[src/rtl/core/kpsm_pkg.sv]
// ---------------------------------------------------------------------------
// kpsm_pkg
// Types and constants of the keypad setpoint menu.
// ---------------------------------------------------------------------------
package kpsm_pkg;

    localparam int MAX_DIGITS_DEF = 3;

    localparam int PCT_W   = 7;
    localparam int ROW_W   = 3;
    localparam int COL_W   = 2;
    localparam int KEY_W   = ROW_W + COL_W;
    localparam int ENTRY_W = 10;
    localparam int LEN_W   = 2;
    localparam int DIGIT_W = 4;

    localparam logic [ROW_W-1:0] LAST_ROW = ROW_W'(4);
    localparam logic [KEY_W-1:0] NO_KEY   = KEY_W'(31);

    // key codes: row*4 + col
    localparam logic [KEY_W-1:0] CODE_F1    = KEY_W'(0);
    localparam logic [KEY_W-1:0] CODE_F2    = KEY_W'(1);
    localparam logic [KEY_W-1:0] CODE_D1    = KEY_W'(4);
    localparam logic [KEY_W-1:0] CODE_D2    = KEY_W'(5);
    localparam logic [KEY_W-1:0] CODE_D3    = KEY_W'(6);
    localparam logic [KEY_W-1:0] CODE_D4    = KEY_W'(8);
    localparam logic [KEY_W-1:0] CODE_D5    = KEY_W'(9);
    localparam logic [KEY_W-1:0] CODE_D6    = KEY_W'(10);
    localparam logic [KEY_W-1:0] CODE_D7    = KEY_W'(12);
    localparam logic [KEY_W-1:0] CODE_D8    = KEY_W'(13);
    localparam logic [KEY_W-1:0] CODE_D9    = KEY_W'(14);
    localparam logic [KEY_W-1:0] CODE_ESC   = KEY_W'(15);
    localparam logic [KEY_W-1:0] CODE_BKSP  = KEY_W'(16);
    localparam logic [KEY_W-1:0] CODE_D0    = KEY_W'(17);
    localparam logic [KEY_W-1:0] CODE_ENTER = KEY_W'(19);

    localparam int TOP_PERCENT = 100;

    // floor(v/10) == (v*6554) >> 16 for v < 16384
    localparam int DIV10_RECIP = 6554;
    localparam int DIV10_SHIFT = 16;

    typedef enum logic [1:0] {
        MODE_MENU = 2'd0,
        MODE_EDIT = 2'd1,
        MODE_INFO = 2'd2
    } mode_t;

    typedef enum logic [2:0] {
        KEY_BLANK,
        KEY_F1,
        KEY_F2,
        KEY_DIGIT,
        KEY_BKSP,
        KEY_ENTER,
        KEY_ESC
    } key_kind_t;

    typedef struct packed {
        logic               present;
        logic [KEY_W-1:0]   code;
        key_kind_t          kind;
        logic [DIGIT_W-1:0] digit;
    } key_info_t;

endpackage

[src/rtl/core/kpsm_key_decode.sv]
// ---------------------------------------------------------------------------
// kpsm_key_decode
// Maps a scanned row/column to a key code, key kind and digit value.
// ---------------------------------------------------------------------------
module kpsm_key_decode
    import kpsm_pkg::*;
(
    input  logic             key_pressed,
    input  logic [ROW_W-1:0] key_row,
    input  logic [COL_W-1:0] key_col,
    output key_info_t        key
);

    logic [KEY_W-1:0] code;

    assign code = {key_row, key_col};

    always_comb
    begin
        key.present = key_pressed && (key_row <= LAST_ROW);
        key.code    = code;
        key.kind    = KEY_BLANK;
        key.digit   = '0;
        unique case (code)
            CODE_F1:    key.kind = KEY_F1;
            CODE_F2:    key.kind = KEY_F2;
            CODE_ESC:   key.kind = KEY_ESC;
            CODE_BKSP:  key.kind = KEY_BKSP;
            CODE_ENTER: key.kind = KEY_ENTER;
            CODE_D0:    begin key.kind = KEY_DIGIT; key.digit = DIGIT_W'(0); end
            CODE_D1:    begin key.kind = KEY_DIGIT; key.digit = DIGIT_W'(1); end
            CODE_D2:    begin key.kind = KEY_DIGIT; key.digit = DIGIT_W'(2); end
            CODE_D3:    begin key.kind = KEY_DIGIT; key.digit = DIGIT_W'(3); end
            CODE_D4:    begin key.kind = KEY_DIGIT; key.digit = DIGIT_W'(4); end
            CODE_D5:    begin key.kind = KEY_DIGIT; key.digit = DIGIT_W'(5); end
            CODE_D6:    begin key.kind = KEY_DIGIT; key.digit = DIGIT_W'(6); end
            CODE_D7:    begin key.kind = KEY_DIGIT; key.digit = DIGIT_W'(7); end
            CODE_D8:    begin key.kind = KEY_DIGIT; key.digit = DIGIT_W'(8); end
            CODE_D9:    begin key.kind = KEY_DIGIT; key.digit = DIGIT_W'(9); end
            default:    key.kind = KEY_BLANK;
        endcase
    end

endmodule

[src/rtl/core/kpsm_menu_fsm.sv]
// ---------------------------------------------------------------------------
// kpsm_menu_fsm
// Screen state, entry buffer, held-key tracking and the result register.
// ---------------------------------------------------------------------------
module kpsm_menu_fsm
    import kpsm_pkg::*;
#(
    parameter int MAX_DIGITS = MAX_DIGITS_DEF
)
(
    input  logic               clk,
    input  logic               rst_n,
    input  logic               step,
    input  key_info_t          key,
    input  logic [PCT_W-1:0]   current_percent,
    output logic [1:0]         screen_mode,
    output logic [ENTRY_W-1:0] entry_value,
    output logic [LEN_W-1:0]   entry_length,
    output logic               set_strobe,
    output logic [PCT_W-1:0]   set_percent
);

    localparam int MAX_LEN = (MAX_DIGITS > 3) ? MAX_DIGITS : 3;
    localparam int CNT_W   = $clog2(MAX_LEN + 1);
    localparam int DIG_VW  = $clog2(10 ** MAX_DIGITS);
    localparam int VAL_W   = (DIG_VW > PCT_W) ? DIG_VW : PCT_W;
    localparam int PROD_W  = VAL_W + 13;

    mode_t              mode_reg, mode_next;
    logic [VAL_W-1:0]   value_reg, value_next;
    logic [CNT_W-1:0]   count_reg, count_next;
    logic               fresh_reg, fresh_next;
    logic [KEY_W-1:0]   held_reg, held_next;

    logic [1:0]         screen_mode_reg;
    logic [ENTRY_W-1:0] entry_value_reg;
    logic [LEN_W-1:0]   entry_length_reg;
    logic               set_strobe_reg, set_strobe_next;
    logic [PCT_W-1:0]   set_percent_reg, set_percent_next;

    logic [1:0]         load_count;
    logic [VAL_W-1:0]   base_value;
    logic [CNT_W-1:0]   base_count;
    logic [VAL_W-1:0]   append_value;
    logic [PROD_W-1:0]  div_prod;
    logic [VAL_W-1:0]   value_div10;

    always_comb
    begin
        if (current_percent >= PCT_W'(100))
            load_count = 2'd3;
        else if (current_percent >= PCT_W'(10))
            load_count = 2'd2;
        else
            load_count = 2'd1;
    end

    assign base_value   = fresh_reg ? '0 : value_reg;
    assign base_count   = fresh_reg ? '0 : count_reg;
    assign append_value = (base_value << 3) + (base_value << 1) + VAL_W'(key.digit);
    assign div_prod     = PROD_W'(value_reg) * PROD_W'(DIV10_RECIP);
    assign value_div10  = VAL_W'(div_prod >> DIV10_SHIFT);

    always_comb
    begin
        mode_next        = mode_reg;
        value_next       = value_reg;
        count_next       = count_reg;
        fresh_next       = fresh_reg;
        held_next        = held_reg;
        set_strobe_next  = 1'b0;
        set_percent_next = '0;
        if (!key.present)
        begin
            held_next = NO_KEY;
        end
        else if (key.code != held_reg)
        begin
            held_next = key.code;
            unique case (mode_reg)
                MODE_MENU:
                begin
                    if (key.kind == KEY_F1)
                    begin
                        mode_next  = MODE_EDIT;
                        value_next = VAL_W'(current_percent);
                        count_next = CNT_W'(load_count);
                        fresh_next = 1'b1;
                    end
                    else if (key.kind == KEY_F2)
                    begin
                        mode_next = MODE_INFO;
                    end
                end
                MODE_EDIT:
                begin
                    unique case (key.kind)
                        KEY_DIGIT:
                        begin
                            fresh_next = 1'b0;
                            if (base_count < CNT_W'(MAX_DIGITS))
                            begin
                                value_next = append_value;
                                count_next = base_count + CNT_W'(1);
                            end
                            else
                            begin
                                value_next = base_value;
                                count_next = base_count;
                            end
                        end
                        KEY_BKSP:
                        begin
                            if (count_reg != '0)
                            begin
                                count_next = count_reg - CNT_W'(1);
                                value_next = value_div10;
                            end
                        end
                        KEY_ENTER:
                        begin
                            if (value_reg <= VAL_W'(TOP_PERCENT))
                            begin
                                set_strobe_next  = 1'b1;
                                set_percent_next = PCT_W'(value_reg);
                                mode_next        = MODE_MENU;
                            end
                        end
                        KEY_ESC:
                        begin
                            mode_next = MODE_MENU;
                        end
                        default:
                        begin
                        end
                    endcase
                end
                MODE_INFO:
                begin
                    if (key.kind == KEY_ESC)
                        mode_next = MODE_MENU;
                end
                default:
                begin
                end
            endcase
        end
    end

    always_ff @(posedge clk or negedge rst_n)
    begin
        if (!rst_n)
        begin
            mode_reg  <= MODE_MENU;
            value_reg <= '0;
            count_reg <= '0;
            fresh_reg <= 1'b1;
            held_reg  <= NO_KEY;
        end
        else if (step)
        begin
            mode_reg  <= mode_next;
            value_reg <= value_next;
            count_reg <= count_next;
            fresh_reg <= fresh_next;
            held_reg  <= held_next;
        end
    end

    always_ff @(posedge clk)
    begin
        if (step)
        begin
            screen_mode_reg  <= mode_next;
            entry_value_reg  <= ENTRY_W'(value_next);
            entry_length_reg <= LEN_W'(count_next);
            set_strobe_reg   <= set_strobe_next;
            set_percent_reg  <= set_percent_next;
        end
    end

    assign screen_mode  = screen_mode_reg;
    assign entry_value  = entry_value_reg;
    assign entry_length = entry_length_reg;
    assign set_strobe   = set_strobe_reg;
    assign set_percent  = set_percent_reg;

endmodule

[src/rtl/core/keypad_setpoint_menu.sv]
// ---------------------------------------------------------------------------
// keypad_setpoint_menu
// Keypad-driven setpoint menu for a dimmer.
// ---------------------------------------------------------------------------
// Takes one scan beat per cycle while the scan side is not stalled and
// returns exactly one result beat for it: the beat passes the input register,
// then the screen/entry update into the result
// register. The menu state is updated as a beat moves from the input register
// into the result register, so a new beat can follow in every cycle; the
// scan side stalls only while a finished result is held by a result stall
// and the input register is occupied.
// ---------------------------------------------------------------------------
module keypad_setpoint_menu
    import kpsm_pkg::*;
#(
    parameter int MAX_DIGITS = MAX_DIGITS_DEF
)
(
    input  logic               clk,
    input  logic               rst_n,

    input  logic               scan_valid,
    output logic               scan_stall,
    input  logic               key_pressed,
    input  logic [ROW_W-1:0]   key_row,
    input  logic [COL_W-1:0]   key_col,
    input  logic [PCT_W-1:0]   current_percent,

    output logic               result_valid,
    input  logic               result_stall,
    output logic [1:0]         screen_mode,
    output logic [ENTRY_W-1:0] entry_value,
    output logic [LEN_W-1:0]   entry_length,
    output logic               set_strobe,
    output logic [PCT_W-1:0]   set_percent
);

    logic             scan_valid_reg;
    logic             key_pressed_reg;
    logic [ROW_W-1:0] key_row_reg;
    logic [COL_W-1:0] key_col_reg;
    logic [PCT_W-1:0] percent_reg;
    logic             result_valid_reg;

    logic             advance;
    logic             step;
    key_info_t        key;

    assign advance    = !result_valid_reg || !result_stall;
    assign step       = scan_valid_reg && advance;
    assign scan_stall = scan_valid_reg && !advance;

    always_ff @(posedge clk or negedge rst_n)
    begin
        if (!rst_n)
        begin
            scan_valid_reg   <= 1'b0;
            result_valid_reg <= 1'b0;
        end
        else
        begin
            if (!scan_stall)
                scan_valid_reg <= scan_valid;
            if (advance)
                result_valid_reg <= scan_valid_reg;
        end
    end

    always_ff @(posedge clk)
    begin
        if (scan_valid && !scan_stall)
        begin
            key_pressed_reg <= key_pressed;
            key_row_reg     <= key_row;
            key_col_reg     <= key_col;
            percent_reg     <= current_percent;
        end
    end

    kpsm_key_decode u_decode (
        .key_pressed (key_pressed_reg),
        .key_row     (key_row_reg),
        .key_col     (key_col_reg),
        .key         (key)
    );

    kpsm_menu_fsm #(
        .MAX_DIGITS (MAX_DIGITS)
    ) u_fsm (
        .clk             (clk),
        .rst_n           (rst_n),
        .step            (step),
        .key             (key),
        .current_percent (percent_reg),
        .screen_mode     (screen_mode),
        .entry_value     (entry_value),
        .entry_length    (entry_length),
        .set_strobe      (set_strobe),
        .set_percent     (set_percent)
    );

    assign result_valid = result_valid_reg;

endmodule

[config.mk]
export PLATFORM = sky130hd
export DESIGN_NAME = keypad_setpoint_menu
export DESIGN_NICKNAME = d
export VERILOG_FILES = /design/src/rtl/core/kpsm_pkg.sv /design/src/rtl/core/kpsm_key_decode.sv /design/src/rtl/core/kpsm_menu_fsm.sv /design/src/rtl/core/keypad_setpoint_menu.sv
export SDC_FILE = /design/constraint.sdc
export NUM_CORES = 1
export LEC_CHECK = 0
export BUFFER_PORTS_ARGS = -buffer_cell sky130_fd_sc_hd__buf_2
export CAP_MARGIN = 20
export CORE_ASPECT_RATIO = 1.2
export CORE_MARGIN = 2
export CORE_UTILIZATION = 52
export CTS_CLUSTER_SIZE = 30
export DETAILED_ROUTE_END_ITERATION = 10
export PLACE_DENSITY = 0.7
export SLEW_MARGIN = 40
export SYNTH_ARGS = -nofsm -noshare
export SYNTH_HDL_FRONTEND = slang
export SYNTH_SLANG_ARGS = --single-unit
[constraint.sdc]
create_clock -name clk -period 7.91 [get_ports clk]
set_input_delay 1.582 -clock clk [delete_from_list [all_inputs] [get_ports clk]]
set_output_delay 1.582 -clock clk [all_outputs]
set_load 0.01 [all_outputs]
==> summary.txt, run 1 <==
Synth Cell Area: 5450 um^2
Clock latency at the later pin of the worst-skew pair: 330 ps
Register bit total from synthesis: 57
First-pass GRT wire length: 23300 um
Ant diodes: 0
Initial antenna violation count: 0
Top cell type's share of synthesized area: 0.193
Cell taking the most area after synthesis: edfxtp_1
CTS tree: yes
Top FF cell, synth: edfxtp_1
Seq/Total Area, Yosys: 0.295
Crit path time final: 5340 ps
Initial DRC count: 403
GR Util All Layers: 0.265
I/O Buffers: 40
Root cell of the clock tree: clkbuf_16
Core Footprint: 10100 um^2
Top cells by area, synth: edfxtp_1, ha_1, fa_1, dfrtp_1, inv_1
Syn_nets: 673
Data arrival, critical path: 5410 ps
Outcome: finished clean
Initial core utilization: 0.539
Hold Crit Class: register to register
GR Overflow Total: 0
Setup Viol. Count Final: 0
DR vias/cell: 6.24
RSZ-0062 raised after global routing: no
Placed cell areas: 5740 um^2
DRT Wirelength: 14500 um
Leakage: 2.88 nW
Worst hold slack: 459 ps
# hold bufs at CTS: 0
R2r setup slk: 2570 ps
Max Slew Vio Count: 0
Yosys warns: 0
Total number of vias: 4462
CTS resizes: 0
Final Hold Vio Count: 0
Clock buffer depth: 2
Synth async-reset ratio: 0.386
Post-DP HPWL: 11400 um
Pin count of the biggest net entering global routing: 40
Final setup TNS: 0 ps
Library cells used by synthesis: 77
Most instantiated cells after synthesis: ha_1, inv_1, nor2_1
Crit path largest cell delay: 570 ps
Worst setup EP type: register
Startpoint types: register
Crit-path leading delay family: adder cells
Crit-path cells: inv_1, ha_1, fa_1, inv_1, fa_1, inv_1, fa_1, ha_1, ha_1, a21o_1, a21oi_1, o31ai_1, nor3_1, o21ai_0, a221oi_1, nor2_1
Fin crit share: 0.675
TritonRoute pass-1 iters: 5
Maximum vdd ir drop: 0.173 mV
Clock sinks: 57
Power Density: 293 nW/um^2
Most numerous cell in the Yosys netlist: ha_1
P&R area growth vs syn: 11.0%
Worst slew margin: 0.510
FMAX: 0.187 GHz
Clock transition at the registers of the reported paths: 50 ps
Critical path data required time: 7980 ps
Final GP Congestion: 0.972
Worst Skew: 8.90 ps
Layout cells sized above 1: 0.141
WP buf/inv: 3
Vias in the first global route: 4443
Final design utilization: 0.599
CP Class: register to register
Post-CTS Setup Repair Bufs: 0
Die area: 11300 um^2
DIE HEIGHT: 116 um
Critical path peak fanout: 10
Mapped Cells: 547
Mean post-synth cell area: 9.97 um^2
Design area: 6050 um^2
Num CTS Buffers: 9
Maxcap violations: 0
Die X-Extent: 97.5 um
Nets: 710
EDFF count, synth: 35
Num ports: 41
CTS H-tree lvls: 3
# rows: 40
WL per Instance: 20.2 um
Worst path slowest cell: dfrtp_1
DRC: 0
Slew @ Worst Pin: 729 ps
Post-DRT Antenna Nets: 0
[cell type report]
| class | instances | area (um^2) |
|---|---|---|
| multi-input cells | 422 | 3570 |
| fillers | 875 | 4060 |
| clock buffers | 10 | 229 |
| inverters | 53 | 199 |
| repair buffers | 41 | 208 |
| well taps | 126 | 158 |
| flip-flops and latches | 57 | 1610 |
| clock inverters | 6 | 82.6 |
[worst paths after layout]
path	to	depth (start not counted)	start
max	u_fsm.entry_value[1]	16	u_fsm.value_reg[2]
min	u_fsm.held_reg[3]	2	u_fsm.held_reg[3]
max reg2reg	u_fsm.entry_value[1]	16	u_fsm.value_reg[2]
min reg2reg	u_fsm.held_reg[3]	2	u_fsm.held_reg[3]
max in group asynchronous	u_fsm.value_reg[3]	1	rst_n
min in group asynchronous	scan_valid_reg	1	rst_n
[layout by cell type, fill, tap and decap left out, types with 3 or more instances in the layout]
master      n
dfstp_2     6
o31ai_1     6
edfxtp_1   35
a21o_1      8
a31oi_1    10
nor2b_1     8
nor3b_1     6
nor3_1     10
mux2_2      4
nor2_1     43
a21oi_1    31
and3_1      3
inv_1      52
fa_1       28
nand2b_1    7
dfrtp_1    16
nand3_1    10
buf_2      40
xnor2_1    14
a22o_1      8
and2_1     12
clkbuf_16   9
a32o_1      3
o21ai_0    15
xor2_1      4
nand3b_1    4
ha_1       81
or2_2       5
o21ai_1     7
nand2_1    36
o2111ai_1   3
[power breakdown]
group | switching, mW | internal [mW] | leakage [nW]
sequential | 0.0916 | 0.374 | 0.616
combinational | 0.526 | 0.373 | 2.11
clock | 0.140 | 0.274 | 0.154
total | 0.757 | 1.02 | 2.88
[routing by layer]
layer	wire (um)	up-vias	track usage
met3	764	40	0.0443
met1	5550	2176	0.311
met2	7550	186	0.483
li1	-	2060	-
met5	0	-	0
met4	595	0	0.118
[cell families after synthesis]
group	Yosys count	share of synthesized area
AO/OA/AOI/OAI	127	0.167
adder cells (fa/ha/maj)	109	0.289
flip-flops	57	0.295
XOR/XNOR	18	0.0289
AND/OR/NAND/NOR	162	0.158
buffers and inverters	68	0.0505
multiplexers	6	0.0119
[stage by stage]
stage,power (mW),setup WS [ps],cells
after CTS,1.78,2640,715
after global routing,1.92,2320,715
after detailed placement,1.36,2640,699
after floorplan,1.09,3130,547
final,1.78,2570,715
after global placement,1.32,2870,699
[tightest hold or removal path: cells and delay by family (launching register included)]
family,cells,cell delay [ps]
flip-flops,1,370
AND/OR/NAND/NOR,2,90
No activity file was read; power rests on OpenSTA's default activity.
==> run 2, diff against run 1 <==
==> constraint.sdc (replaced) <==
create_clock -name clk -period 5 [get_ports clk]
set_input_delay 1 -clock clk [delete_from_list [all_inputs] [get_ports clk]]
set_output_delay 1 -clock clk [all_outputs]
set_load 0.01 [all_outputs]
==> summary.txt, run 2 (synthesis gave the netlist of run 1 again) <==
Hold Crit Class: register to register (unchanged)
Root cell of the clock tree: clkbuf_16 (unchanged)
# rows: 40 (unchanged)
Critical path data required time: 5070 ps (was 7980 ps)
Setup Viol. Count Final: 0 (unchanged)
Max Slew Vio Count: 0 (unchanged)
Startpoint types: register (unchanged)
Worst setup margin: 207 ps (was 2570 ps)
Worst slew margin: 0.505 (was 0.510)
Vias in the first global route: 4626 (was 4443)
Initial antenna violation count: 0 (unchanged)
Critical path peak fanout: 5 (was 10)
Leakage: 2.95 nW (was 2.88 nW)
Final setup TNS: 0 ps (unchanged)
I/O Buffers: 40 (unchanged)
CTS H-tree lvls: 3 (unchanged)
Met3 usage: 0.0323 (was 0.0443)
GR Overflow Total: 0 (unchanged)
Clock buffer depth: 2 (unchanged)
Power Density: 456 nW/um^2 (was 293 nW/um^2)
DRT Wirelength: 14600 um (was 14500 um)
CP Class: register to register (unchanged)
GR Util All Layers: 0.265 (about the same)
Maximum vdd ir drop: 0.253 mV (was 0.173 mV)
Worst setup EP type: register (unchanged)
Sw power: 1.24 mW (was 0.757 mW)
M2 GR Usage: 0.502 (was 0.483)
Nets: 727 (was 710)
Die area: 11300 um^2 (unchanged)
Most common cell after layout, fill and taps aside: ha_1 (unchanged)
Initial core utilization: 0.539 (unchanged)
Outcome: finished clean (unchanged)
Crit path time final: 4790 ps (was 5340 ps)
Data arrival, critical path: 4860 ps (was 5410 ps)
DRC: 0 (unchanged)
Pin count of the biggest net entering global routing: 40 (unchanged)
TritonRoute pass-1 iters: 5 (unchanged)
FMAX: 0.209 GHz (was 0.187 GHz)
CTS tree: yes (unchanged)
Die X-Extent: 97.5 um (unchanged)
Fin crit share: 0.959 (was 0.675)
Layout cells sized above 1: 0.182 (was 0.141)
DIE HEIGHT: 116 um (unchanged)
Final GP Congestion: 0.984 (was 0.972)
Fin cells: 732 (was 715)
Post-DP HPWL: 11600 um (was 11400 um)
Worst Skew: 7.69 ps (was 8.90 ps)
Final Hold Vio Count: 0 (unchanged)
Num ports: 41 (unchanged)
RSZ-0062 raised after global routing: no (unchanged)
WL per Instance: 19.9 um (was 20.2 um)
Clock transition at the registers of the reported paths: 50 ps (about the same)
Placed cells: 715 (was 699)
Maxcap violations: 0 (unchanged)
P&R area growth vs syn: 13.6% (was 11.0%)
Combinational Power Share: 0.563 (was 0.505)
Clock sinks: 57 (unchanged)
Met1 Usage GRT: 0.298 (was 0.311)
First-pass GRT wire length: 23300 um (about the same)
Slew @ Worst Pin: 736 ps (was 729 ps)
Core Footprint: 10100 um^2 (unchanged)
Commonest cells after routing, fill and taps aside: ha_1, inv_1, nor2_1 (unchanged)
Clock network power share: 0.192 (was 0.233)
Post-DRT Antenna Nets: 0 (unchanged)
DR vias/cell: 6.07 (was 6.24)
Ant diodes: 0 (unchanged)
Int Pwr: 1.59 mW (was 1.02 mW)
Net Sw Frac: 0.437 (was 0.426)
Reg power frac: 0.244 (was 0.262)
Total number of vias: 4441 (was 4462)
Num CTS Buffers: 9 (unchanged)
Initial DRC count: 329 (was 403)
Final design utilization: 0.613 (was 0.599)
Clock latency at the later pin of the worst-skew pair: 330 ps (about the same)
GR peak layer: met2 (unchanged)
Setup slack at placement: 49.0 ps (was 2640 ps)
==> run 2: changes by cell type in the layout (fill, tap and decap cells not counted), moves of 2 or more <==
cell | before | now
clkinv_2 | 2 | 4
clkinvlp_4 | 0 | 2
bufinv_16 | 2 | 0
buf_4 | 1 | 18
==> run 2: layer usage <==
layer	share of wire	vias up
li1	-	2090
met1	0.39	2109
met2	0.52	191
met3	0.046	51
met4	0.040	0
met5	0	-
==> run 2: repair_timing <==
item,in CTS,in global routing
resized for setup,0,10
hold endpoints to repair,0,0
setup buffers,0,1
endpoints found under the setup margin,0,13
hold buffers,0,0
==> run 2: worst max-delay path: stages, from the launching register on <==
cell,delay (ps)
dfrtp_1,390
ha_1,290
inv_1,90
fa_1,590
fa_1,450
fa_1,520
inv_1,50
fa_1,500
inv_1,60
ha_4,250
a21oi_2,190
nor3b_2,190
a21oi_1,50
a32o_1,330
mux2_2,290
a21oi_1,220
a21oi_1,70
==> run 2: worst paths after layout <==
check | depth (start not counted) | endpoint | slack (ps) | startpoint
worst max-delay path | 16 | u_fsm.entry_value[4] | 210 | u_fsm.value_reg[5]
worst min-delay path | 1 | u_fsm.held_reg[4] | 450 | key_pressed_reg
worst max register to register | 16 | u_fsm.entry_value[4] | 210 | u_fsm.value_reg[5]
worst min register to register | 1 | u_fsm.held_reg[4] | 450 | key_pressed_reg
max in group asynchronous | 1 | u_fsm.fresh_reg | 3980 | rst_n
min in group asynchronous | 1 | scan_valid_reg | 650 | rst_n
==> run 2: through the flow <==
stage / hold slack (ps) / power [mW] / instance area (um^2)
5_1_grt: 472 / 3.08 / 6200
6_report: 448 / 2.83 / 6200
3_5_place_dp: 447 / 2.20 / 5860
3_3_place_gp: 432 / 2.13 / 5860
2_1_floorplan: 409 / 1.73 / 5450
4_1_cts: 453 / 2.75 / 6130
==> run 2: cell type report <==
cell class | count | area (um^2)
timing repair buffer | 58 | 335
tap | 126 | 158
multi-input combinational | 422 | 3630
sequential | 57 | 1610
clock buffer | 10 | 229
clock inverter | 6 | 35.0
fill | 895 | 3910
inverter | 53 | 199
==> run 2: power by group through the flow <==
stage | clock network (mW) | registers (mW) | logic, mW
floorplan | 0 | 0.671 | 1.06
global placement | 0 | 0.695 | 1.43
detailed placement | 0 | 0.696 | 1.50
CTS | 0.549 | 0.687 | 1.51
global route | 0.565 | 0.703 | 1.81
finish | 0.544 | 0.690 | 1.59
